### src/hw/rtl/hsp_pkg.sv
`default_nettype none
// ----------------------------------------------------------------------------
// hsp_pkg: shared types and constants of the 3x3 heat stencil
// Register indexes, reset values, field widths and the structs passed
// between the configuration block, the line/window stage and the MAC stage.
// ----------------------------------------------------------------------------
package hsp_pkg;

  localparam int CFG_IDX_W  = 3;
  localparam int CFG_DATA_W = 24;
  localparam int FW_W       = 11;
  localparam int FH_W       = 13;
  localparam int WGT_W      = 16;
  localparam int FLOOR_W    = 24;
  localparam int ROW_W      = 12;
  localparam int GEO_W      = 14;
  localparam int HEIGHT_MAX = 4096;

  localparam logic [CFG_IDX_W-1:0] REG_FRAME_WIDTH   = 3'd0;
  localparam logic [CFG_IDX_W-1:0] REG_FRAME_HEIGHT  = 3'd1;
  localparam logic [CFG_IDX_W-1:0] REG_CORNER_WEIGHT = 3'd2;
  localparam logic [CFG_IDX_W-1:0] REG_EDGE_WEIGHT   = 3'd3;
  localparam logic [CFG_IDX_W-1:0] REG_CENTER_WEIGHT = 3'd4;
  localparam logic [CFG_IDX_W-1:0] REG_PEAK_FLOOR    = 3'd5;

  localparam logic [FW_W-1:0]           FRAME_WIDTH_RST   = 11'd1024;
  localparam logic [FH_W-1:0]           FRAME_HEIGHT_RST  = 13'd1024;
  localparam logic [WGT_W-1:0]          CORNER_WEIGHT_RST = 16'd3277;
  localparam logic [WGT_W-1:0]          EDGE_WEIGHT_RST   = 16'd6554;
  localparam logic [WGT_W-1:0]          CENTER_WEIGHT_RST = 16'd26214;
  localparam logic signed [FLOOR_W-1:0] PEAK_FLOOR_RST    = 24'sd7680;

  typedef struct packed {
    logic [FW_W-1:0]           frame_width;
    logic [FH_W-1:0]           frame_height;
    logic [WGT_W-1:0]          corner_weight;
    logic [WGT_W-1:0]          edge_weight;
    logic [WGT_W-1:0]          center_weight;
    logic signed [FLOOR_W-1:0] peak_floor;
  } cfg_t;

  typedef struct packed {
    logic                      last;
    logic                      use_floor;
    logic signed [FLOOR_W-1:0] floor_val;
  } meta_t;

endpackage
`default_nettype wire

### src/hw/rtl/hsp_cfg.sv
`default_nettype none
// ----------------------------------------------------------------------------
// hsp_cfg: configuration registers
// Frame geometry, stencil weights and peak floor, written by index.
// ----------------------------------------------------------------------------
module hsp_cfg (
  input  wire logic                            clk,
  input  wire logic                            rst_n,
  input  wire logic                            cfg_we,
  input  wire logic [hsp_pkg::CFG_IDX_W-1:0]   cfg_index,
  input  wire logic [hsp_pkg::CFG_DATA_W-1:0]  cfg_wdata,
  output      hsp_pkg::cfg_t                   cfg
);
  import hsp_pkg::*;

  cfg_t cfg_r;

  always_ff @(posedge clk) begin
    if (!rst_n) begin
      cfg_r.frame_width   <= FRAME_WIDTH_RST;
      cfg_r.frame_height  <= FRAME_HEIGHT_RST;
      cfg_r.corner_weight <= CORNER_WEIGHT_RST;
      cfg_r.edge_weight   <= EDGE_WEIGHT_RST;
      cfg_r.center_weight <= CENTER_WEIGHT_RST;
      cfg_r.peak_floor    <= PEAK_FLOOR_RST;
    end else if (cfg_we) begin
      unique case (cfg_index)
        REG_FRAME_WIDTH:   cfg_r.frame_width   <= cfg_wdata[FW_W-1:0];
        REG_FRAME_HEIGHT:  cfg_r.frame_height  <= cfg_wdata[FH_W-1:0];
        REG_CORNER_WEIGHT: cfg_r.corner_weight <= cfg_wdata[WGT_W-1:0];
        REG_EDGE_WEIGHT:   cfg_r.edge_weight   <= cfg_wdata[WGT_W-1:0];
        REG_CENTER_WEIGHT: cfg_r.center_weight <= cfg_wdata[WGT_W-1:0];
        REG_PEAK_FLOOR:    cfg_r.peak_floor    <= $signed(cfg_wdata[FLOOR_W-1:0]);
        default: begin
        end
      endcase
    end
  end

  assign cfg = cfg_r;

endmodule
`default_nettype wire

### config.mk
export PLATFORM = sky130hd
export DESIGN_NAME = hsp_cfg
export DESIGN_NICKNAME = d
export VERILOG_FILES = /design/src/hw/rtl/hsp_pkg.sv /design/src/hw/rtl/hsp_cfg.sv
export SDC_FILE = /design/constraint.sdc
export NUM_CORES = 1
export LEC_CHECK = 0
export BUFFER_PORTS_ARGS = -buffer_cell sky130_fd_sc_hd__buf_2
export CORE_MARGIN = 3
export CORE_UTILIZATION = 45
export DETAILED_ROUTE_END_ITERATION = 7
export PLACE_DENSITY = 0.7
export RECOVER_POWER = 25
export SYNTH_ARGS = -nofsm -noshare
export SYNTH_HDL_FRONTEND = slang
export SYNTH_SLANG_ARGS = --single-unit
### constraint.sdc
create_clock -name clk -period 1.6 [get_ports clk]
set_input_delay 0.24 -clock clk [delete_from_list [all_inputs] [get_ports clk]]
set_output_delay 0.24 -clock clk [all_outputs]
set_load 0.1 [all_outputs]
# Word-level counts from Yosys, hierarchy flattened
# Index checks and enable logic that the tools add are counted.
[classes]
eq_ne = 5
reduce_logical = 7
[op_table]
columns = ["operator", "count"]
rows = [
  ["AND reduction 2 bit", 6],
  ["equality test 3 x 2 -> 1 bit (second input constant)", 2],
  ["equality test 3 bit (second input constant)", 2],
  ["equality test 3 x 1 -> 1 bit (second input constant)", 1],
  ["zero test 3 bit", 1],
]
[totals]
reg_bits = 96
in_bits = 30
output_inout_bits = 96
word_cells = 18

# Depth between registers and ports, before layout
[logic_depth]
word_depth = 2
ltp_mapped = 5

# Worst setup path after synthesis
# Ideal clock, no wire load.
[synth_path]
path_type = "input to register"
startpoint = "input cfg_index[1] in the netlist's numbering"
endpoint = "register cfg_r, in the netlist cfg[95]"
arrival_time_ps = 1109
path_slack_ps = 361
cell_stages = 3
path_buffers = 1
path_cell_list = "or4b_1 buf_4 mux2i_1"
[synth_via]
elab_chain_len = 2
[synth_lines]
columns = ["element", "line", "source"]
rows = [
  ["from (decl)", "hsp_cfg.sv:10", "input wire logic [hsp_pkg::CFG_IDX_W-1:0] cfg_index,"],
  ["zero test 3 bit", "hsp_cfg.sv:27", "unique case (cfg_index)"],
  ["AND reduction 2 bit (no source line)", "-", ""],
  ["to (decl)", "hsp_cfg.sv:16", "cfg_t cfg_r;"],
]
# No other way between the ends.
# A chain may end at the register's enable or synchronous reset.

# Worst setup path after layout
[layout_path]
startpoint = "input cfg_index[0] in the netlist's numbering"
endpoint = "register cfg_r, in the netlist cfg[27]"
[layout_via]
elab_chain_len = 2
[layout_lines]
columns = ["element", "line"]
rows = [
  ["equality test 3 bit", "hsp_cfg.sv:27"],
  ["AND reduction 2 bit (no source line)", "-"],
]
# No other way between the ends.

==> key figures <==
Status
  – Status: complete, no violations

Worst hold path
  – Tightest Hold Check Type: input pin to flip-flop
  – Hold path depth: 3
  – Endpoint, Worst Hold: cfg[21]$_SDFFE_PN0P_
  – Hold Crit Start: cfg_wdata[21]

Power and ir drop
  – Power Dens Cells: 1030 nW/um^2
  – Worst VDD drop: 0.471 mV
  – Logic pwr share: 15.1%
  – Final Power: 4.76 mW
  – Sequential Power Share: 51.8%
  – Clk pwr share: 33.1%
  – Static leakage: 2.28 nW
  – Net switching power: 1.40 mW
  – Net Sw Frac: 29.5%
  – Cell Int Power: 3.36 mW

Clocking
  – CTS Buf Count: 9
  – Hold_buf cts: 0
  – CTS root buf: clkbuf_8
  – Clock Latency Late Sink: 0.34 ns
  – CTS tree: built
  – Post-CTS Setup Bufs: 0
  – Clock Sink Count: 96
  – Clk slew on worst S/H paths: 0.09 ns
  – # resized after CTS: 0
  – Clk buf depth: 2
  – H-tree depth: 3

Global route
  – Vias in the first global route: 2,832
  – Gr usage total: 18.9%
  – Largest net degree at the start of global routing: 49
  – Initial antenna violation count: 1
  – First-pass GRT wire length: 14,400 um
  – Grt ovf: 0

Floorplanning
  – Die height: 96.7 um
  – Core Area: 7850 sq um
  – Starting density of the core: 47.2%
  – I/O Pins: 126
  – Die ar.: 9350 sq um
  – Die W: 96.7 um
  – Row cnt: 32

Synth
  – Mapped Area: 3700 sq um
  – Top FF cell, synth: dfxtp_1
  – Synth top area share: 51.9%
  – Mapped Cells: 362
  – Average cell area after synthesis: 10.2 sq um
  – Warnings from Yosys: 0
  – Register bit total from synthesis: 96
  – Synth Net Count: 392
  – Yosys cell types: 13
  – Largest cells by area after synthesis: dfxtp_1, mux2i_1, nand2_1
  – Synth area leader: dfxtp_1
  – Post-synth ARST share: 0%
  – Post-synth EDFFs: 0
  – Synth top cells by count: dfxtp_1, mux2i_1, nand2_1
  – Sequential area share after synthesis: 51.9%

STA
  – Final hold violations: 0
  – Clk_skew: 0 ns
  – Final setup viols: 0
  – Period utilization: 88.3%
  – Min Tclk post-route: 1.41 ns
  – Worst setup margin: 0.187 ns
  – Peak Freq: 708 MHz
  – Worst rel slew slack: 35.8%
  – Worst slew pin tran: 0.963 ns
  – TNS Setup: 0 ns
  – Fin. max-slew vios: 0
  – RSZ-0062 raised after global routing: false

Finish
  – Diodes inserted: 0
  – Nets: 511
  – Sequential Area: 1920 sq um
  – Area Overhead vs Synth: 24.6%
  – Non-Filler Instances: 588
  – Largest register FFs: 96
  – Share of cells above drive strength 1: 29.8%
  – Design area: 4610 sq um
  – Multi-input gate area: 1660 sq um
  – Final-layout fill cell count: 710

Worst setup path
  – Most frequent CP cell: clkbuf_1
  – Worst r2r src: cfg[27]$_SDFFE_PN0P_
  – CP Max Fanout: 11
  – Cell at the slowest stage of the critical path: clkbuf_1
  – Crit path kind: input pin to flip-flop
  – Worst r2r dst: cfg[27]$_SDFFE_PN0P_
  – Worst Path Arrival: 1.68 ns
  – Critical Path Start Type: input pin
  – Reg2reg path depth: 2
  – Slowest stage delay, CP: 0.73 ns
  – CP Data Required Time: 1.87 ns
  – Cell Chain, Critical Path: clkbuf_1 -> nand4bb_1 -> clkbuf_1 -> mux2i_1
  – CP Capture Type: flip-flop
  – Reg2Reg Setup Slack: 0.94 ns

Detailed routing
  – Routed vias: 2,884
  – DRT Wirelength: 8840 um
  – DR WL/cell: 15.0 um
  – DRC viols: 0
  – Drt initial violations: 107
  – Drt first pass iters: 4
  – Antenna viol nets, final: 0
  – Post-DR vias/cell: 4.90

Placement
  – DP HPWL: 6490 um
  – Gp weighted congestion: 0.842
  – Number of port buffers: 125
  – Pre-CTS setup slack: 0.162 ns
  – DP Cell Count: 572
  – Post-DP Area: 4490 sq um

Run
  – Max Cap Viol: 0
critical path: cells and delay by family:
family / cells / cell delay (ns)
buffers and inverters: 2 / 0.97
and+or+nand+nor: 1 / 0.18
muxes: 1 / 0.29
power by group through the flow:
stage                     registers, mW  logic [mW]  clock network [mW]
final                              2.47       0.720                1.57
after global routing               2.48       0.755                1.70
after CTS                          2.47       0.739                1.61
after detailed placement           2.52       0.738                   0
after global placement             2.52       0.731                   0
after floorplan                    2.90       0.187                   0
layer usage:
metal	wire [um]	GRT usage, %	vias to the layer above
met2	4080	30.5	91
met5	13	0	-
met1	4030	24.4	1353
li1	-	-	1428
met3	633	5.70	10
met4	86	5.72	2
cell usage in the layout (no fill, tap or decap), drive strengths merged, types with 2 or more instances in the layout:
master  synthesis  routed
buf            11     127
clkbuf         16      19
clkinv          0       3
dfxtp          96      96
mux2i          96      96
nand2          92      92
nand4b          2       2
nor2b          43      43
nor4bb          2       2
layout make-up:
class,instances,area share [%]
clock inverters,5,1.22
multi-input cells,239,35.9
flip-flops and latches,96,41.7
clock buffers,11,3.07
repair buffers,135,15.3
well taps,102,2.77
per-stage QoR:
step           utilization [%]  hold WS (ns)
2_1_floorplan                -         0.379
3_3_place_gp              57.2         0.440
3_5_place_dp              57.2         0.447
4_1_cts                   59.7         0.106
5_1_grt                   58.8         0.117
6_report                  58.8         0.126
how the worst max path moves through the flow:
| stage | from | to | slack, ns | depth (start not counted) |
|---|---|---|---|---|
| finish | cfg_index[0] | cfg[27]$_SDFFE_PN0P_ | 0.19 | 4 |
| global route | cfg_index[0] | cfg[27]$_SDFFE_PN0P_ | 0.12 | 4 |
| CTS | cfg[25]$_SDFFE_PN1P_ | cfg[25] | 0.20 | 1 |
| detailed placement | cfg_index[1] | cfg[90]$_SDFFE_PN0P_ | 0.16 | 4 |
| global placement | cfg_index[1] | cfg[95]$_SDFFE_PN1P_ | 0.18 | 4 |
| floorplan | cfg_index[1] | cfg[95]$_SDFFE_PN1P_ | 0.36 | 3 |
cell families (layout without fill, tap and decap cells):
logic type	after synthesis	count (layout)	share of synthesized area, %
and+or+nand+nor	143	143	18.8
muxes	96	96	26.0
DFF	96	96	51.9
buffers and inverters	27	151	3.31
(Power assumes the default switching activity.)
