## config.mk

```make
export PLATFORM = sky130hd
export DESIGN_NAME = hsp_mac_flat
export DESIGN_NICKNAME = d
export VERILOG_FILES = /design/src/hw/rtl/hsp_pkg.sv /design/src/hw/rtl/hsp_if.sv /design/src/hw/rtl/hsp_mac.sv /design/src/flat_wrapper.sv
export SDC_FILE = /design/constraint.sdc
export NUM_CORES = 2
export LEC_CHECK = 0
export BUFFER_PORTS_ARGS = -buffer_cell sky130_fd_sc_hd__clkbuf_2
export CORE_MARGIN = 8
export CORE_UTILIZATION = 65
export CTS_BUF_LIST = sky130_fd_sc_hd__clkbuf_8
export CTS_CLUSTER_DIAMETER = 60
export CTS_CLUSTER_SIZE = 16
export DETAILED_ROUTE_END_ITERATION = 6
export PLACE_DENSITY = 0.85
export SLEW_MARGIN = 20
export SYNTH_ARGS = -nofsm -noshare
export SYNTH_HDL_FRONTEND = slang
export SYNTH_SLANG_ARGS = --single-unit
export TNS_END_PERCENT = 10
```

## constraint.sdc

```tcl
create_clock -name clk -period 16.8 [get_ports clk]
set_clock_uncertainty 0.05 [all_clocks]
set_input_delay 2.52 -clock clk [delete_from_list [all_inputs] [get_ports clk]]
set_output_delay 2.52 -clock clk [all_outputs]
set_load 0.005 [all_outputs]
```

## src/hw/rtl/hsp_pkg.sv

```systemverilog
`default_nettype none
// ----------------------------------------------------------------------------
// hsp_pkg: shared types and constants of the 3x3 heat stencil
// Register indexes, reset values, field widths and the structs passed
// between the configuration block, the line/window stage and the MAC stage.
// ----------------------------------------------------------------------------
package hsp_pkg;

  localparam int CFG_IDX_W  = 3;
  localparam int CFG_DATA_W = 24;
  localparam int FW_W       = 11;
  localparam int FH_W       = 13;
  localparam int WGT_W      = 16;
  localparam int FLOOR_W    = 24;
  localparam int ROW_W      = 12;
  localparam int GEO_W      = 14;
  localparam int HEIGHT_MAX = 4096;

  localparam logic [CFG_IDX_W-1:0] REG_FRAME_WIDTH   = 3'd0;
  localparam logic [CFG_IDX_W-1:0] REG_FRAME_HEIGHT  = 3'd1;
  localparam logic [CFG_IDX_W-1:0] REG_CORNER_WEIGHT = 3'd2;
  localparam logic [CFG_IDX_W-1:0] REG_EDGE_WEIGHT   = 3'd3;
  localparam logic [CFG_IDX_W-1:0] REG_CENTER_WEIGHT = 3'd4;
  localparam logic [CFG_IDX_W-1:0] REG_PEAK_FLOOR    = 3'd5;

  localparam logic [FW_W-1:0]           FRAME_WIDTH_RST   = 11'd1024;
  localparam logic [FH_W-1:0]           FRAME_HEIGHT_RST  = 13'd1024;
  localparam logic [WGT_W-1:0]          CORNER_WEIGHT_RST = 16'd3277;
  localparam logic [WGT_W-1:0]          EDGE_WEIGHT_RST   = 16'd6554;
  localparam logic [WGT_W-1:0]          CENTER_WEIGHT_RST = 16'd26214;
  localparam logic signed [FLOOR_W-1:0] PEAK_FLOOR_RST    = 24'sd7680;

  typedef struct packed {
    logic [FW_W-1:0]           frame_width;
    logic [FH_W-1:0]           frame_height;
    logic [WGT_W-1:0]          corner_weight;
    logic [WGT_W-1:0]          edge_weight;
    logic [WGT_W-1:0]          center_weight;
    logic signed [FLOOR_W-1:0] peak_floor;
  } cfg_t;

  typedef struct packed {
    logic                      last;
    logic                      use_floor;
    logic signed [FLOOR_W-1:0] floor_val;
  } meta_t;

endpackage
`default_nettype wire

```

## src/hw/rtl/hsp_if.sv

```systemverilog
`default_nettype none


interface hsp_out_if #(
  parameter int SAMPLE_BITS = 24
);
  logic                          valid;
  logic                          ready;
  logic signed [SAMPLE_BITS-1:0] new_value;
  logic signed [SAMPLE_BITS-1:0] peak;
  logic                          last;

  modport source (output valid, output new_value, output peak, output last, input ready);
  modport sink   (input valid, input new_value, input peak, input last, output ready);
endinterface
`default_nettype wire

```

## src/hw/rtl/hsp_mac.sv

```systemverilog
`default_nettype none
// ----------------------------------------------------------------------------
// hsp_mac: weighted stencil sum, rounding, saturation and running peak
// Group sums, three weight products, then sum, round half up, shift by 16,
// saturate and update the frame peak into the output register.
// ----------------------------------------------------------------------------
module hsp_mac #(
  parameter int SAMPLE_BITS = 24
) (
  input  wire logic                          clk,
  input  wire logic                          rst_n,
  input  wire hsp_pkg::cfg_t                 cfg,
  input  wire logic                          win_valid,
  output      logic                          win_ready,
  input  wire logic [8:0][SAMPLE_BITS-1:0]   win,
  input  wire hsp_pkg::meta_t                win_meta,
  hsp_out_if.source                          out_ch
);
  import hsp_pkg::*;

  localparam int SB  = SAMPLE_BITS;
  localparam int CS  = SB + 2;
  localparam int PRW = SB + 19;
  localparam int AW  = SB + 21;
  localparam int RW  = SB + 5;
  localparam int PW  = (SB > FLOOR_W) ? SB : FLOOR_W;

  localparam logic signed [AW-1:0] RND    = {{(AW-16){1'b0}}, 1'b1, 15'b0};
  localparam logic signed [RW-1:0] RES_HI = {{(RW-SB+1){1'b0}}, {(SB-1){1'b1}}};
  localparam logic signed [RW-1:0] RES_LO = {{(RW-SB+1){1'b1}}, {(SB-1){1'b0}}};
  localparam logic signed [PW-1:0] PK_HI  = {{(PW-SB+1){1'b0}}, {(SB-1){1'b1}}};
  localparam logic signed [PW-1:0] PK_LO  = {{(PW-SB+1){1'b1}}, {(SB-1){1'b0}}};

  logic rdy3, rdy4, rdy5;

  logic                 v3_r;
  logic signed [CS-1:0] corner3_r, edge3_r, center3_r;
  meta_t                meta3_r;

  logic                  v4_r;
  logic signed [PRW-1:0] pc4_r, pe4_r, pz4_r;
  meta_t                 meta4_r;

  logic                 out_valid_r;
  logic signed [SB-1:0] new_value_r, peak_out_r;
  logic                 last_r;
  logic signed [PW-1:0] peak_r;

  logic signed [CS-1:0] corner_sum, edge_sum;
  logic signed [AW-1:0] acc;
  logic signed [RW-1:0] shifted;
  logic signed [SB-1:0] nv;
  logic signed [PW-1:0] nv_ext, base, peak_nxt;
  logic signed [SB-1:0] peak_sat;

  assign rdy5      = !out_valid_r || out_ch.ready;
  assign rdy4      = !v4_r || rdy5;
  assign rdy3      = !v3_r || rdy4;
  assign win_ready = rdy3;

  assign corner_sum = CS'($signed(win[0])) + CS'($signed(win[2]))
                    + CS'($signed(win[6])) + CS'($signed(win[8]));
  assign edge_sum   = CS'($signed(win[1])) + CS'($signed(win[3]))
                    + CS'($signed(win[5])) + CS'($signed(win[7]));

  // stage 3: group sums
  always_ff @(posedge clk) begin
    if (!rst_n) begin
      v3_r <= 1'b0;
    end else if (rdy3) begin
      v3_r <= win_valid;
    end
  end

  always_ff @(posedge clk) begin
    if (rdy3 && win_valid) begin
      corner3_r <= corner_sum;
      edge3_r   <= edge_sum;
      center3_r <= CS'($signed(win[4]));
      meta3_r   <= win_meta;
    end
  end

  // stage 4: weight products
  always_ff @(posedge clk) begin
    if (!rst_n) begin
      v4_r <= 1'b0;
    end else if (rdy4) begin
      v4_r <= v3_r;
    end
  end

  always_ff @(posedge clk) begin
    if (rdy4 && v3_r) begin
      pc4_r   <= PRW'($signed({1'b0, cfg.corner_weight})) * PRW'(corner3_r);
      pe4_r   <= PRW'($signed({1'b0, cfg.edge_weight}))   * PRW'(edge3_r);
      pz4_r   <= PRW'($signed({1'b0, cfg.center_weight})) * PRW'(center3_r);
      meta4_r <= meta3_r;
    end
  end

  // sum, round, saturate, peak
  assign acc     = AW'(pc4_r) + AW'(pe4_r) + AW'(pz4_r) + RND;
  assign shifted = acc[AW-1:16];
  assign nv      = (shifted > RES_HI) ? SB'(RES_HI) :
                   (shifted < RES_LO) ? SB'(RES_LO) : shifted[SB-1:0];

  assign nv_ext   = PW'(nv);
  assign base     = meta4_r.use_floor ? PW'(meta4_r.floor_val) : peak_r;
  assign peak_nxt = (nv_ext > base) ? nv_ext : base;
  assign peak_sat = (peak_nxt > PK_HI) ? SB'(PK_HI) :
                    (peak_nxt < PK_LO) ? SB'(PK_LO) : peak_nxt[SB-1:0];

  always_ff @(posedge clk) begin
    if (!rst_n) begin
      out_valid_r <= 1'b0;
      peak_r      <= PW'(PEAK_FLOOR_RST);
    end else if (rdy5) begin
      out_valid_r <= v4_r;
      if (v4_r) begin
        peak_r <= peak_nxt;
      end
    end
  end

  always_ff @(posedge clk) begin
    if (rdy5 && v4_r) begin
      new_value_r <= nv;
      peak_out_r  <= peak_sat;
      last_r      <= meta4_r.last;
    end
  end

  assign out_ch.valid     = out_valid_r;
  assign out_ch.new_value = new_value_r;
  assign out_ch.peak      = peak_out_r;
  assign out_ch.last      = last_r;

  a_peak_covers_value: assert property (@(posedge clk) disable iff (!rst_n)
    out_valid_r |-> (peak_out_r >= new_value_r))
    else $error("peak below the value it reports with");

  a_peak_hold_on_stall: assert property (@(posedge clk) disable iff (!rst_n)
    (out_valid_r && !out_ch.ready) |=> $stable(peak_r))
    else $error("running peak moved while the output was stalled");

endmodule
`default_nettype wire

```

## src/flat_wrapper.sv

```systemverilog
// flat-port wrapper written by rule: the top's interface ports become plain ports
module hsp_mac_flat import hsp_pkg::*;
#(
  parameter int SAMPLE_BITS = 24
)
  (clk, rst_n, cfg, win_valid, win_ready, win, win_meta, out_ch_valid, out_ch_new_value, out_ch_peak, out_ch_last, out_ch_ready);
  hsp_out_if #(.SAMPLE_BITS(SAMPLE_BITS)) out_ch_i ();
  input  wire logic clk;
  input  wire logic rst_n;
  input  wire hsp_pkg::cfg_t cfg;
  input  wire logic win_valid;
  output      logic win_ready;
  input  wire logic [8:0][SAMPLE_BITS-1:0] win;
  input  wire hsp_pkg::meta_t win_meta;
  output wire logic [$bits(out_ch_i.valid)-1:0] out_ch_valid;
  output wire logic [$bits(out_ch_i.new_value)-1:0] out_ch_new_value;
  output wire logic [$bits(out_ch_i.peak)-1:0] out_ch_peak;
  output wire logic [$bits(out_ch_i.last)-1:0] out_ch_last;
  input wire logic [$bits(out_ch_i.ready)-1:0] out_ch_ready;
  assign out_ch_valid = out_ch_i.valid;
  assign out_ch_new_value = out_ch_i.new_value;
  assign out_ch_peak = out_ch_i.peak;
  assign out_ch_last = out_ch_i.last;
  assign out_ch_i.ready = out_ch_ready;
  hsp_mac #(.SAMPLE_BITS(SAMPLE_BITS)) u_core (.clk(clk), .rst_n(rst_n), .cfg(cfg), .win_valid(win_valid), .win_ready(win_ready), .win(win), .win_meta(win_meta), .out_ch(out_ch_i));
endmodule
```

* Word level (Yosys, flattened, before mapping)
Index checks and enable logic that the tools add are counted.
** Word-level totals
- Bits in registers :: 331
- Bits in latches :: 0
- Memory bits (writable) :: 0
- Memory bits (read-only) :: 0
- Input port bits :: 342
- Output and inout bits :: 51
- Logic and storage cells :: 51
- Memories kept :: 0
** Cells by class
- $add $sub $neg :: 9
- Multiply operators :: 3
- Divide/modulo/power cells :: 0
- Magnitude comparators :: 5
- Eq/ne operators :: 0
- Shift operators :: 0
- Muxes and demuxes :: 5
- Bitwise operators :: 0
- Reductions and logical operators :: 10
** Operators by type and width (count)
- 24-bit 2-to-1 mux :: 5
- 17-bit by 26-bit multiplier with 43-bit output :: 2
- 25-bit by 24-bit adder with 26-bit output :: 2
- 26-bit by 24-bit adder with 26-bit output :: 2
- 24-bit by 24-bit adder with 25-bit output :: 2
- 44-bit by 41-bit adder with 45-bit output :: 1
- 45-bit by 17-bit adder with 45-bit output (second input constant) :: 1
- 43-bit by 43-bit adder with 44-bit output :: 1
- 17-bit by 24-bit multiplier with 41-bit output :: 1
- 29-bit by 24-bit greater-than comparator with 1-bit output (second input constant) :: 1
- 29-bit by 24-bit less-than comparator with 1-bit output (second input constant) :: 1
- 24-bit greater-than comparator :: 1
- 24-bit greater-than comparator (second input constant) :: 1
- 24-bit less-than comparator (second input constant) :: 1
- 1-bit logical AND :: 3
- 1-bit logical NOT :: 3
- 1-bit logical OR :: 3
- 2-bit AND reduction :: 1

* Depth between registers and ports, before layout
- Word-level depth :: 10
- Mapped depth :: 37
- Gate-level depth less buffers :: 34

* Worst setup path before layout
OpenSTA, ideal clock, no wires.
- Path kind :: input -> register
- Start point :: input port out_ch_ready
- End point :: register u_core.meta4_r[0] (netlist bit) (enable)
- Setup time :: 900 ps
- Arrival :: 13648 ps
- Data required time :: 15850 ps
- Setup slack :: 2202 ps
- Cell stages on the path :: 2
- Buffers on the path :: 0
- Cells stage by stage :: nor2b_1 > a21boi_0
** On the way
- Word-level cells in the longest chain between the ends :: 3
** Ends and longest elaborated chain
- from (decl) :: RTL line flat_wrapper.sv:19 : input wire logic [$bits(out_ch_i.ready)-1:0] out_ch_ready;
- 1-bit logical OR :: RTL line hsp_mac.sv:56 : assign rdy5 = !out_valid_r || out_ch.ready;
- 1-bit logical OR :: RTL line hsp_mac.sv:57 : assign rdy4 = !v4_r || rdy5;
- 1-bit logical AND :: RTL line hsp_mac.sv:94 : if (rdy4 && v3_r) begin
- to (signal assigned) :: RTL line hsp_mac.sv:98 : meta4_r <= meta3_r;
- to (decl) :: RTL line hsp_mac.sv:42 : meta_t meta4_r;
No other way between the ends.
A chain may end at the register's enable or synchronous reset.

* Worst setup path in the final report
- Start point :: input port cfg[61] (netlist bit)
- End point :: register u_core.pc4_r[37], data pin
** On the way
- Word-level cells in the longest chain between the ends :: 1
** Ends and longest elaborated chain
- from (decl) :: RTL line flat_wrapper.sv:10 : input wire hsp_pkg::cfg_t cfg;
- 17-bit by 26-bit multiplier with 43-bit output :: RTL line hsp_mac.sv:95 : pc4_r <= PRW'($signed({1'b0, cfg.corner_weight})) * PRW'(corner3_r);
- to (signal assigned) :: RTL line hsp_mac.sv:95
- to (decl) :: RTL line hsp_mac.sv:41 : logic signed [PRW-1:0] pc4_r, pe4_r, pz4_r;
No other way between the ends.

==> impl_metrics.csv <==
group,metric,value,unit
run_status,status,"completed",
clocking,cts_max_level,2,
yosys,synthesis.area,0.0623,mm2
yosys,synth_compound_area_share,5.82,%
timing,timing.final.crit_share,56.9,%
global_routing,grt_pass1_vias,49400,
floorplan,dieHeight,326,um
routing,vias_per_cell,5.68,
clocking,clock-sinks,331,
timing,tightestPinTransition,0.995,ns
timing,finalSetupTns,0,ns
yosys,yosys_warnings,0,
routing,drc,0,
yosys,synth_fa_ha_area_share,52.0,%
timing,clock.fmax,105,MHz
global_routing,grt_max_degree,74,
routing,vias,44200,
yosys,synth_cells,6305,
timing,finalHoldViolations,0,
finish,multi_input_area,0.0459,mm2
global_routing,grt_overflow,0,
routing,first_pass_iters,6,
clocking,postCtsSetupBuffers,0,
floorplan,start_util,65.5,%
floorplan,rows,113,
yosys,synthXorXnorAreaFrac,2.48,%
setup_path,start_kind,"primary input",
timing,fin_crit,9.55,ns
timing,maxSlewViolCount,0,
clocking,clkTransAtPathRegs,0.09,ns
yosys,seq_area_frac_synth,15.5,%
yosys,ys_ff_latch,331,
clocking,cts_buffer_depth,3,
clocking,cts_buffers,40,
routing,wl,145,mm
timing,setup_violations,0,
routing,antenna_left,0,
yosys,synth_top_family_by_area,"adder cells",
routing,drt-wirelength-per-cell,18.6,um
yosys,synth_mux_area_share,0.625,%
routing,first_iter_violations,3348,
place,port_buffers,344,
clocking,cts_tree,"built",
global_routing,grt_pass1_wl,241,mm
setup_path,critPathArrivalTime,9.96,ns
finish,nFillCells,6746,
setup_path,worstSetupPathType,"in2reg",
yosys,syn-num-nets,8440,
finish,layout_commonest_cell,"inv_1",
timing,holdWs,0.381,ns
place,dp_hpwl,118,mm
clocking,cts-root-buf,"clkbuf_8",
timing,rsz0062_at_grt,"false",
clocking,cts_resized,0,
floorplan,die_w,326,um
yosys,yosysUniqueCellTypes,86,
yosys,avgSynthCellArea,9.88,um2
floorplan,coreArea,0.0950,mm2
clocking,clock_latency,0.70,ns
global_routing,track_usage,28.0,%
hold_path,hp-class,"reg2reg",
setup_path,crit_required,17.21,ns
finish,most-common-layout-cells,"inv_1, fa_1, nand2_1",
finish,regArea,0.00967,mm2
global_routing,antenna_found_initial,6,
finish,nNetsFinal,8629,
timing,max_slew_margin,33.7,%
clocking,hold_buffers,0,
floorplan,num_io_pins,393,
setup_path,crit_fanout,26,
yosys,synth-edff-count,304,
yosys,async_flop_share,0,%
floorplan,dieArea,0.106,mm2
finish,layout-drive-gt1-share,7.14,%
setup_path,endpoint_kind,"flip-flop",
yosys,synth_simple_gate_area_share,12.7,%
finish,area_delta_synth_final,5.65,%
yosys,ys.flop_type,"edfxtp_1",
place,gp_congestion,0.934,
flow_run,maxCapViolCount,0,
## area by class of cell
class / count / share of cell area [%]
Tap cell: 1265 / 2.41
Sequential cell: 331 / 14.7
Antenna cell: 6 / 0.0228
Multi-Input combinational cell: 4197 / 69.8
Inverter: 1566 / 8.94
Timing Repair Buffer: 358 / 2.78
Clock buffer: 40 / 0.837
Clock inverter: 32 / 0.498
## cells by family (layout without fill, tap and decap cells)
family	after synthesis	in the layout
adders and majority gates	1794	1794
buffers and inverters	1777	1996
and+or+nand+nor	1649	1649
AOI/OAI and AO/OA	540	540
DFF	331	331
xor gates and xnor gates	176	176
muxes	38	38
other	0	6
## final timing paths
| check | from | endpoint | slack, ns | cells past startpoint |
|---|---|---|---|---|
| worst max register to register | u_core.pe4_r[14] | u_core.peak_r[1] | 7.31 | 34 |
| worst min-delay path | u_core.meta4_r[25] | u_core.out_ch.last | 0.38 | 0 |
| worst min register to register | u_core.meta4_r[25] | u_core.out_ch.last | 0.38 | 0 |
| worst max-delay path | cfg[61] | u_core.pc4_r[37] | 7.25 | 25 |
## registers in the layout, summed over array words and instances (netlist names)
register	cells
u_core.center3_r	24
u_core.out_ch.last	1
u_core.out_ch.peak	24
u_core.meta4_r	26
u_core.out_ch.valid	1
u_core.pz4_r	41
u_core.peak_r	24
u_core.v3_r	1
u_core.pe4_r	43
u_core.meta3_r	26
u_core.corner3_r	26
u_core.out_ch.new_value	24
u_core.pc4_r	43
u_core.v4_r	1
u_core.edge3_r	26
## layer usage
metal | share of wire [%] | routed length [um] | GRT usage [%]
met4 | 5.6 | 8100 | 13.7
met5 | 0 | 0 | 0
met3 | 8.5 | 12300 | 4.56
met1 | 37 | 53700 | 35.3
met2 | 49 | 70800 | 47.0
## critical path, stage by stage
cell and delay [ns]:
clkbuf_2 0.58, nand2_1 0.19, fa_1 0.59, inv_1 0.06
fa_1 0.48, inv_1 0.05, fa_1 0.48, fa_1 0.53
fa_1 0.49, inv_1 0.06, fa_1 0.45, ha_1 0.37
a21o_1 0.20, a21o_1 0.17, a21oi_1 0.16, a21oi_1 0.12
a211oi_1 0.30, a21oi_1 0.17, a311o_1 0.43, a41oi_1 0.38
a311oi_1 0.19, o21a_1 0.24, o21ai_0 0.39, nor2b_1 0.23
xnor2_1 0.10
## metrics by stage
| stage | area [um2] | setup WS [ns] | std cells | util [%] |
|---|---|---|---|---|
| 6_report | 65800 | 7.25 | 7795 | 69.2 |
| 5_1_grt | 65800 | 6.89 | 7793 | 69.2 |
| 4_1_cts | 65800 | 7.39 | 7789 | 69.2 |
| 3_5_place_dp | 64900 | 6.70 | 7717 | 68.3 |
| 3_3_place_gp | 64900 | 6.80 | 7717 | 68.3 |
| 2_1_floorplan | 62300 | 2.20 | 6305 | - |
## cells in the mapped netlist (all sizes together), types with 27 or more instances
cell type / count / area (um2)
a21o: 92 / 691
a21oi: 169 / 857
and2: 494 / 3090
clkbuf: 200 / 751
dfxtp: 27 / 541
edfxtp: 304 / 9130
fa: 1327 / 26600
ha: 466 / 5830
inv: 1566 / 5880
mux2i: 34 / 340
nand2: 819 / 3070
nand3: 41 / 205
nor2: 122 / 458
nor3: 39 / 216
o21ai: 89 / 445
xnor2: 129 / 1130
xor2: 47 / 412
Power is left out: the tool's default activity adds up to more than one toggle a clock period on the data nets, which glitch-free logic cannot reach.
